## src/design/rgbc_pkg.sv

```systemverilog
// ----------------------------------------------------------------------------
// rgbc_pkg: shared types and constants of the RGBC colour classifier
// Register map, reset values, class codes and the limit bundle passed between
// modules.
// ----------------------------------------------------------------------------
`timescale 1ns / 1ps
`default_nettype none

package rgbc_pkg;

  localparam int CountW = 16;
  localparam int AddrW  = 5;
  localparam int DataW  = 32;

  // Register byte addresses.
  localparam logic [AddrW-1:0] AddrDark   = 5'd0;
  localparam logic [AddrW-1:0] AddrGold   = 5'd4;
  localparam logic [AddrW-1:0] AddrWhite  = 5'd8;
  localparam logic [AddrW-1:0] AddrSilver = 5'd12;
  localparam logic [AddrW-1:0] AddrGray   = 5'd16;

  // Reset values of the limits.
  localparam logic [CountW-1:0] DarkReset   = 16'd30;
  localparam logic [CountW-1:0] GoldReset   = 16'd400;
  localparam logic [CountW-1:0] WhiteReset  = 16'd600;
  localparam logic [CountW-1:0] SilverReset = 16'd300;
  localparam logic [CountW-1:0] GrayReset   = 16'd80;

  // Colour class codes carried in the result transaction.
  typedef enum logic [3:0] {
    ClsNone    = 4'd0,
    ClsOrange  = 4'd1,
    ClsRed     = 4'd2,
    ClsGold    = 4'd3,
    ClsYellow  = 4'd4,
    ClsGreen   = 4'd5,
    ClsBlue    = 4'd6,
    ClsViolet  = 4'd7,
    ClsWhite   = 4'd8,
    ClsSilver  = 4'd9,
    ClsGray    = 4'd10,
    ClsUnknown = 4'd11
  } color_class_t;

  typedef struct packed {
    logic [CountW-1:0] dark_limit;
    logic [CountW-1:0] gold_limit;
    logic [CountW-1:0] white_limit;
    logic [CountW-1:0] silver_limit;
    logic [CountW-1:0] gray_limit;
  } limits_t;

endpackage

`default_nettype wire

```

## src/design/rgbc_color_classifier_core.sv

```systemverilog
// ----------------------------------------------------------------------------
// rgbc_color_classifier_core: RGBC colour class pipeline
// Classifies one red/green/blue/clear sample per transaction into a class.
// ----------------------------------------------------------------------------
// The block takes one sensor sample per input transaction and returns exactly
// one colour class per sample, in order. It is a four-stage pipeline: the
// first stage registers the counts, their sum and the clear-level compares;
// the second forms every constant product needed for the ratio tests; the
// third does the cross-multiplied comparisons; the output register resolves
// the priority chain. A new sample can be accepted on every clock cycle
// unless a stall on the output has filled the pipeline. Each stage has its own
// valid bit and only holds when the stage after it is full and stalled, so
// bubbles are squeezed out and a stall on the output loses or repeats nothing.
// The user must write the limits through the APB-style port only while no
// transaction is in flight; the block itself does not enforce this.
`timescale 1ns / 1ps
`default_nettype none

module rgbc_color_classifier_core (
  input  wire logic                       clk,
  input  wire logic                       rst,
  // Sample input: red_count [15:0], green_count [31:16],
  // blue_count [47:32], clear_count [63:48].
  input  wire logic                       s_tvalid,
  output logic                            s_tready,
  input  wire logic [63:0]                s_tdata,
  // Result output: color_class [3:0], zeros above.
  output logic                            m_tvalid,
  input  wire logic                       m_tready,
  output logic      [7:0]                 m_tdata,
  // Configuration port.
  input  wire logic                       psel,
  input  wire logic                       penable,
  input  wire logic                       pwrite,
  input  wire logic [rgbc_pkg::AddrW-1:0] paddr,
  input  wire logic [rgbc_pkg::DataW-1:0] pwdata,
  output logic      [rgbc_pkg::DataW-1:0] prdata,
  output logic                            pready
);

  // Clear-level compares travel together down the pipeline.
  typedef struct packed {
    logic dark;
    logic gold;
    logic white;
    logic silver;
    logic gray;
  } level_t;

  rgbc_pkg::limits_t limits;

  rgbc_regs u_regs (
    .clk     (clk),
    .rst     (rst),
    .psel    (psel),
    .penable (penable),
    .pwrite  (pwrite),
    .paddr   (paddr),
    .pwdata  (pwdata),
    .prdata  (prdata),
    .pready  (pready),
    .limits  (limits)
  );

  // Stage enables: a stage loads when it is empty or the next one loads.
  logic v_a, v_b, v_c;
  logic en_a, en_b, en_c, en_o;

  assign en_o     = !m_tvalid || m_tready;
  assign en_c     = !v_c || en_o;
  assign en_b     = !v_b || en_c;
  assign en_a     = !v_a || en_b;
  assign s_tready = en_a;

  // ---------------------------------------------------------------- stage A
  logic [15:0] in_r, in_g, in_b, in_c;
  level_t      lvl_in;

  assign in_r = s_tdata[15:0];
  assign in_g = s_tdata[31:16];
  assign in_b = s_tdata[47:32];
  assign in_c = s_tdata[63:48];

  assign lvl_in.dark   = in_c < limits.dark_limit;
  assign lvl_in.gold   = in_c > limits.gold_limit;
  assign lvl_in.white  = in_c > limits.white_limit;
  assign lvl_in.silver = in_c > limits.silver_limit;
  assign lvl_in.gray   = in_c > limits.gray_limit;

  logic [15:0] a_r, a_g, a_b;
  logic [17:0] a_t;
  level_t      a_lvl;

  always_ff @(posedge clk) begin
    if (rst) begin
      v_a <= 1'b0;
    end else if (en_a) begin
      v_a <= s_tvalid;
    end
  end

  always_ff @(posedge clk) begin
    if (en_a && s_tvalid) begin
      a_r   <= in_r;
      a_g   <= in_g;
      a_b   <= in_b;
      a_t   <= 18'(in_r) + 18'(in_g) + 18'(in_b);
      a_lvl <= lvl_in;
    end
  end

  // ---------------------------------------------------------------- stage B
  // Constant products for the cross-multiplied ratio tests.
  logic [15:0] a_drg, a_dgb;

  assign a_drg = (a_r > a_g) ? (a_r - a_g) : (a_g - a_r);
  assign a_dgb = (a_g > a_b) ? (a_g - a_b) : (a_b - a_g);

  logic [20:0] b_r20, b_g23, b_g17;
  logic [22:0] b_b100, b_t23;
  logic [18:0] b_b5, b_t2;
  logic [19:0] b_r10, b_g10, b_t3;
  logic [20:0] b_drg20, b_dgb20;
  logic        b_gzero, b_tzero, b_gdom, b_bdom;
  level_t      b_lvl;

  always_ff @(posedge clk) begin
    if (rst) begin
      v_b <= 1'b0;
    end else if (en_b) begin
      v_b <= v_a;
    end
  end

  always_ff @(posedge clk) begin
    if (en_b && v_a) begin
      b_r20   <= 21'(a_r) * 21'd20;
      b_g23   <= 21'(a_g) * 21'd23;
      b_g17   <= 21'(a_g) * 21'd17;
      b_b100  <= 23'(a_b) * 23'd100;
      b_t23   <= 23'(a_t) * 23'd23;
      b_b5    <= 19'(a_b) * 19'd5;
      b_t2    <= {a_t, 1'b0};
      b_r10   <= 20'(a_r) * 20'd10;
      b_g10   <= 20'(a_g) * 20'd10;
      b_t3    <= 20'(a_t) * 20'd3;
      b_drg20 <= 21'(a_drg) * 21'd20;
      b_dgb20 <= 21'(a_dgb) * 21'd20;
      b_gzero <= a_g == 16'd0;
      b_tzero <= a_t == 18'd0;
      b_gdom  <= (a_g > a_r) && (a_g > a_b);
      b_bdom  <= (a_b > a_r) && (a_b > a_g);
      b_lvl   <= a_lvl;
    end
  end

  // ---------------------------------------------------------------- stage C
  // Ratio tests resolved to single flags.
  logic   c_tzero, c_high, c_orange, c_mid, c_gdom, c_bdom, c_violet, c_bal;
  level_t c_lvl;

  always_ff @(posedge clk) begin
    if (rst) begin
      v_c <= 1'b0;
    end else if (en_c) begin
      v_c <= v_b;
    end
  end

  always_ff @(posedge clk) begin
    if (en_c && v_b) begin
      c_tzero  <= b_tzero;
      c_high   <= b_gzero || (b_r20 > b_g23);
      c_orange <= b_b100 < b_t23;
      c_mid    <= b_r20 > b_g17;
      c_gdom   <= b_gdom;
      c_bdom   <= b_bdom;
      c_violet <= (b_b5 > b_t2) && (b_r10 > b_t3) && (b_g10 < b_t3);
      c_bal    <= (b_drg20 < 21'(b_t3)) && (b_dgb20 < 21'(b_t3));
      c_lvl    <= b_lvl;
    end
  end

  // ---------------------------------------------------------------- output
  // Priority chain: the first test that matches decides the class.
  logic [3:0] cls_next;

  always_comb begin
    if (c_lvl.dark || c_tzero) begin
      cls_next = rgbc_pkg::ClsNone;
    end else if (c_high) begin
      cls_next = c_orange ? rgbc_pkg::ClsOrange : rgbc_pkg::ClsRed;
    end else if (c_mid) begin
      cls_next = c_lvl.gold ? rgbc_pkg::ClsGold : rgbc_pkg::ClsYellow;
    end else if (c_gdom) begin
      cls_next = rgbc_pkg::ClsGreen;
    end else if (c_bdom) begin
      cls_next = rgbc_pkg::ClsBlue;
    end else if (c_violet) begin
      cls_next = rgbc_pkg::ClsViolet;
    end else if (c_bal && c_lvl.white) begin
      cls_next = rgbc_pkg::ClsWhite;
    end else if (c_bal && c_lvl.silver) begin
      cls_next = rgbc_pkg::ClsSilver;
    end else if (c_bal && c_lvl.gray) begin
      cls_next = rgbc_pkg::ClsGray;
    end else begin
      cls_next = rgbc_pkg::ClsUnknown;
    end
  end

  always_ff @(posedge clk) begin
    if (rst) begin
      m_tvalid <= 1'b0;
    end else if (en_o) begin
      m_tvalid <= v_c;
    end
  end

  always_ff @(posedge clk) begin
    if (en_o && v_c) begin
      m_tdata <= {4'd0, cls_next};
    end
  end

endmodule

`default_nettype wire

```

## src/design/rgbc_regs.sv

```systemverilog
// ----------------------------------------------------------------------------
// rgbc_regs: configuration register file
// Holds the five clear-level limits behind a simple APB-style port.
// ----------------------------------------------------------------------------
`timescale 1ns / 1ps
`default_nettype none

module rgbc_regs (
  input  wire logic                          clk,
  input  wire logic                          rst,
  input  wire logic                          psel,
  input  wire logic                          penable,
  input  wire logic                          pwrite,
  input  wire logic [rgbc_pkg::AddrW-1:0]    paddr,
  input  wire logic [rgbc_pkg::DataW-1:0]    pwdata,
  output logic      [rgbc_pkg::DataW-1:0]    prdata,
  output logic                               pready,
  output rgbc_pkg::limits_t                  limits
);

  logic wr_en;

  assign pready = 1'b1;
  assign wr_en  = psel && penable && pwrite && pready;

  always_ff @(posedge clk) begin
    if (rst) begin
      limits.dark_limit   <= rgbc_pkg::DarkReset;
      limits.gold_limit   <= rgbc_pkg::GoldReset;
      limits.white_limit  <= rgbc_pkg::WhiteReset;
      limits.silver_limit <= rgbc_pkg::SilverReset;
      limits.gray_limit   <= rgbc_pkg::GrayReset;
    end else if (wr_en) begin
      unique case (paddr)
        rgbc_pkg::AddrDark:   limits.dark_limit   <= pwdata[rgbc_pkg::CountW-1:0];
        rgbc_pkg::AddrGold:   limits.gold_limit   <= pwdata[rgbc_pkg::CountW-1:0];
        rgbc_pkg::AddrWhite:  limits.white_limit  <= pwdata[rgbc_pkg::CountW-1:0];
        rgbc_pkg::AddrSilver: limits.silver_limit <= pwdata[rgbc_pkg::CountW-1:0];
        rgbc_pkg::AddrGray:   limits.gray_limit   <= pwdata[rgbc_pkg::CountW-1:0];
        default: ;
      endcase
    end
  end

  always_comb begin
    prdata = '0;
    unique case (paddr)
      rgbc_pkg::AddrDark:   prdata = {16'd0, limits.dark_limit};
      rgbc_pkg::AddrGold:   prdata = {16'd0, limits.gold_limit};
      rgbc_pkg::AddrWhite:  prdata = {16'd0, limits.white_limit};
      rgbc_pkg::AddrSilver: prdata = {16'd0, limits.silver_limit};
      rgbc_pkg::AddrGray:   prdata = {16'd0, limits.gray_limit};
      default:              prdata = '0;
    endcase
  end

endmodule

`default_nettype wire

```

## config.mk

```make
export PLATFORM = sky130hd
export DESIGN_NAME = rgbc_color_classifier_core
export DESIGN_NICKNAME = d
export VERILOG_FILES = /design/src/design/rgbc_pkg.sv /design/src/design/rgbc_color_classifier_core.sv /design/src/design/rgbc_regs.sv
export SDC_FILE = /design/constraint.sdc
export NUM_CORES = 2
export LEC_CHECK = 0
export ABC_CLOCK_PERIOD_IN_PS = 19100
export BUFFER_PORTS_ARGS = -buffer_cell sky130_fd_sc_hd__clkbuf_2
export CELL_PAD_IN_SITES_DETAIL_PLACEMENT = 0
export CELL_PAD_IN_SITES_GLOBAL_PLACEMENT = 1
export CORE_ASPECT_RATIO = 1.2
export CORE_MARGIN = 3
export CORE_UTILIZATION = 40
export DETAILED_ROUTE_END_ITERATION = 10
export PLACE_DENSITY = 0.77
export SLEW_MARGIN = 25
export SYNTH_ARGS = -nofsm -noshare
export SYNTH_HDL_FRONTEND = slang
export SYNTH_SLANG_ARGS = --single-unit
```

## constraint.sdc

```tcl
create_clock -name clk -period 19.1 [get_ports clk]
set_input_delay 3.82 -clock clk [delete_from_list [all_inputs] [get_ports clk]]
set_output_delay 3.82 -clock clk [all_outputs]
set_load 0.01 [all_outputs]
```

# Word level (Yosys, flattened, before mapping)
# Index checks and enable logic that the tools add are counted.
op_classes:
  n_addsub: 6
  n_mul: 11
  div_mod_pow: 0
  order_cmp: 18
  eq_ne: 4
  n_shift: 0
  n_mux: 13
  n_bitwise: 0
  reduce_logical: 32
ops:
  columns: ["operator", "count"]
  rows:
  - ["greater-than comparator 16 bit", 9]
  - ["multiplier 16 x 3 -> 19 bit, second input constant", 6]
  - ["one-hot mux 16 bit (5 select lines)", 1]
  - ["subtractor 16 bit", 4]
  - ["multiplier 16 x 5 -> 21 bit, second input constant", 3]
  - ["greater-than comparator 21 bit", 2]
  - ["< comparator 21 x 20 -> 1 bit", 2]
  - ["2-to-1 mux 16 bit", 2]
  - ["< comparator 23 bit", 1]
  - ["multiplier 18 x 5 -> 23 bit, second input constant", 1]
  - ["greater-than comparator 20 bit", 1]
  - ["< comparator 20 bit", 1]
  - ["multiplier 18 x 2 -> 20 bit, second input constant", 1]
  - ["2-to-1 mux 4 bit", 5]
  - ["greater-than comparator 19 bit", 1]
  - ["adder 17 x 16 -> 18 bit", 1]
  - ["zero test 18 bit", 1]
  - ["adder 16 x 16 -> 17 bit", 1]
  - ["zero test 16 bit", 1]
  - ["< comparator 16 bit", 1]
  - ["logical AND 1 bit", 14]
  - ["== test 5 x 4 -> 1 bit, second input constant", 2]
  - ["AND reduction 2 bit", 5]
  - ["logical OR 1 bit", 6]
  - ["other kinds (7)", 12]
word_totals:
  ff_bits: 419
  latchBits: 0
  ramBits: 0
  mem_bits_ro: 0
  in_bits: 108
  word_cells: 137
  mem_count: 0

# Longest topological paths before layout
depth:
  word_depth: 9
  mapped_depth: 25
  depth_no_buf: 23

# By module
# From an unflattened synthesis, not the netlist that was laid out.
hier_totals:
  hier_cells: 3376
  area_unflattened_um2: 34180.3
by_module_without_submodules:
  columns: ["mod", "n_inst", "cells_each", "area_per_inst_um2", "seq_area_each_um2"]
  rows:
  - ["rgbc_color_classifier_core", 1, 2981, 30210.2, 9328.9]
  - ["rgbc_regs", 1, 395, 3970.1, 1601.5]

# Worst setup path before layout
# No wires, ideal clock.
synth_path:
  kind: "input to register"
  start: "in m_tready"
  end: "reg b_b100[10] (enable)"
  t_arrival_ps: 13810
  path_slack_ps: 4460
  stages: 3
  path_buffers: 0
  path_cell_list: "nor2b_1 -> and3_1 -> nor2b_1"
synth_between:
  elab_chain_cells: 4
synth_lines:
  columns: ["item", "line_no", "rtl"]
  rows:
  - ["start, declared", "rgbc_color_classifier_core.sv:29", "input wire logic m_tready,"]
  - ["logical OR 1 bit", "rgbc_color_classifier_core.sv:69", "assign en_o = !m_tvalid || m_tready;"]
  - ["logical OR 1 bit", "rgbc_color_classifier_core.sv:70", "assign en_c = !v_c || en_o;"]
  - ["logical OR 1 bit", "rgbc_color_classifier_core.sv:71", "assign en_b = !v_b || en_c;"]
  - ["logical AND 1 bit", "rgbc_color_classifier_core.sv:136", "if (en_b && v_a) begin"]
  - ["end signal, assigned", "rgbc_color_classifier_core.sv:140", "b_b100 <= 23'(a_b) * 23'd100;"]
  - ["end, declared", "rgbc_color_classifier_core.sv:120", "logic [22:0] b_b100, b_t23;"]
# Every way passes these cells.
# A chain may end at the register's enable or synchronous reset.

# Worst setup path in the final report
layout_path:
  start: "in paddr[1] (netlist name)"
  end: "out prdata[14] (netlist name)"
layout_between:
  elab_chain_cells: 2
  elab_cells_between_ends: 6
  cone_classes: "4 x eq/ne; 1 x mux; 1 x reduce/logical"
layout_lines:
  columns: ["item", "line_no", "rtl"]
  rows:
  - ["start, declared", "rgbc_color_classifier_core.sv:35", "input wire logic [rgbc_pkg::AddrW-1:0] paddr,"]
  - ["== test 5 bit (tied with other cells)", "rgbc_regs.sv:47", "unique case (paddr)"]
  - ["one-hot mux 16 bit (5 select lines) (*)", "rgbc_regs.sv:47", null]
  - ["end, declared", "rgbc_color_classifier_core.sv:37", "output logic [rgbc_pkg::DataW-1:0] prdata,"]
# Mark *: on every way between the ends. The rest lies on a longest branch, timed or not.

==> results.yml <==
critical_path:
  endpoint_kind: "output pin"
  worstReg2RegStart: "a_g[14]"
  crit_fanout: 18
  crit_required_ps: 15280
  arrival_ps: 5650
  worstSetupStartpointType: "primary input"
  path_class: "in2out"
  crit_path_start: "paddr[1]"
detailed_routing:
  vias: 24400
  wl_per_cell_um: 19.8
  drcViolationCount: 0
  dr.pass1.iters: 7
  drt_iter0_drc: 1366
  viasPerCell: 5.37
  finalWirelength_um: 90200
  drtAntennaViolNets: 0
place:
  gp_congestion: 0.906
  hpwlAfterDp_um: 72800
  port_buffers: 113
timing:
  worst_pin_slew_ps: 973
  finalSetupTns_ps: 0
  slew_headroom: 0.351
  min_period_over_period: 0.496
  max_freq_ghz: 0.106
  rsz0062_at_grt: "false"
  finalHoldViolations: 0
  finalCriticalPeriod_ps: 9470
  skew_ps: 33.0
  drv_slew: 0
  setup_viol: 0
power:
  p_sw_uw: 1970
  vdd_ir_drop_max_v: 0.0000837
  power_leakage_uw: 0.0166
  combPwrFrac: 0.537
  pwr-share-seq: 0.273
  clockPowerShare: 0.191
  intPower_uw: 2870
  power.density_nw_per_um2: 133
  swShare: 0.407
  total_power_uw: 4840
clock_tree:
  cts_max_level: 2
  postCtsHoldBufs: 0
  clock_latency_ps: 610
  clk_root_buffer_cell: "clkbuf_16"
  clockBufferDepth: 3
  tritoncts: "done"
  cts_resized: 0
  cts_buffers: 47
  clock-sinks: 392
  cts_setup_buffers: 0
  clk_pin_slew_ps: 60
floorplanning:
  fp-row-count: 114
  die_area_um2: 86200
  io_pins: 151
  fp.dieW_um: 269
  die_y_um: 321
  initial_core_util: 0.407
  core_area_um2: 81300
global_routing:
  antenna_found_initial: 9
  grt_overflow: 0
  grt_pass1_wl_um: 138000
  grtUsageTotal: 0.209
  grtUsageMet3: 0.0295
  grt_use_met1: 0.242
  grt_max_degree: 151
  grt.met2_usage: 0.388
  busiest_layer: "met2"
  grt_pass1_vias: 24620
synthesis:
  synth-main-ff-cell: "edfxtp_1"
  seq_area_frac_synth: 0.330
  synth_cells: 3340
  syn-cell-area_um2: 33100
  syn_avg_cell_area_um2: 9.90
  ys_warn_count: 0
  synthArstFlopShare: 0
  synthDistinctLibCells: 77
  synth_edf_count: 308
  ys_ff_latch: 392
layout:
  layout_common_cells: "636 x ha_1, 466 x inv_1, 308 x edfxtp_1"
  syn_to_final_growth_pct: 9.94
  fillers: 7812
  final_common_cell: "ha_1"
  drive_gt1_frac: 0.0666
  nets: 4299
  seqCellArea_um2: 10900
  multi_input_area_um2: 20100
worst_hold_path:
  hold_class: "reg2reg"
  worstHoldStart: "a_lvl[0]"
status:
  status: "complete, no violations"
run:
  maxCapViolCount: 0
[cell usage after synthesis (all sizes together) (55+ instances only)]
cell type    n  area (um^2)
nor2       140          526
fa          96         1920
nand2      241          905
a21oi      255         1280
edfxtp     308         9250
a21o       110          826
inv        466         1750
dfxtp       84         1680
nor2b       55          344
nor3        55          280
ha         636         7960
xnor2      119         1040
o21ai      129          649
[final cells by class]
type,count,share of cell area
diodes,2,0.000138
clock buffers,56,0.0347
clock inverters,31,0.00812
inverters,466,0.0481
multi-input cells,2427,0.554
flip-flops and latches,392,0.301
well taps,1044,0.0359
repair buffers,125,0.0189
[power by group through the flow]
stage,registers [uW],logic [uW],clock network (uW)
2_1_floorplan,1290,1990,0
3_3_place_gp,1330,2570,0
3_5_place_dp,1340,2600,0
4_1_cts,1320,2620,941
5_1_grt,1330,2950,971
6_report,1320,2600,922
[registers in the layout (all words and copies together), names as in the netlist, 4 cells and up]
name	cells
b_g23	21
a_g	16
a_lvl	5
b_g17	20
a_b	16
b_t23	23
b_g10	17
a_t	18
m_tdata	4
b_t3	18
u_regs.limits	80
b_drg20	19
b_r20	19
b_dgb20	19
b_b100	19
b_t2	17
a_r	16
b_b5	19
b_lvl	5
c_lvl	5
[cells by family (layout without fill, tap and decap cells)]
kind of cell             Yosys count  after routing  synth area share
AO/OA/AOI/OAI                    776            776             0.151
AND/OR/NAND/NOR                  709            709             0.104
other                              2             23          0.000227
buffers and inverters            540            678            0.0641
flip-flops                       392            392             0.330
XOR/XNOR                         171            171            0.0455
adder cells (fa/ha/maj)          732            732             0.299
multiplexers                      18             18           0.00560
[metrics by stage]
stage          worst slack (ps)  hold slack [ps]   util  instance area [um^2]  std cells
2_1_floorplan              4460              400      -                 33200       3359
3_3_place_gp               9690              403  0.428                 34800       4453
3_5_place_dp               9650              405  0.428                 34800       4453
4_1_cts                    9660              412  0.447                 36300       4540
5_1_grt                    9500              422  0.447                 36400       4541
6_report                   9630              416  0.447                 36400       4543
[layer usage]
metal  wire (um)  part of all wire  up-vias
met5          68           0.00075        -
met4        3620             0.040       10
met3        3670             0.041      149
met2       46200              0.51      468
met1       36600              0.41    11673
li1            -                 -    12100
[worst max-delay path, cell delays in order]
cell and delay, ps:
clkbuf_2 90, nor3_1 420, and3b_1 790, a222oi_1 240, nand2_1 130, clkbuf_2 150
[worst paths after layout]
| path | end | slack [ps] | depth (start not counted) |
|---|---|---|---|
| setup / recovery | prdata[14] | 9630 | 6 |
| hold reg to reg | b_lvl[0] | 420 | 0 |
| setup reg to reg | b_dgb20[19] | 12320 | 23 |
| hold / removal | b_lvl[0] | 420 | 0 |
(Power assumes the default switching activity.)
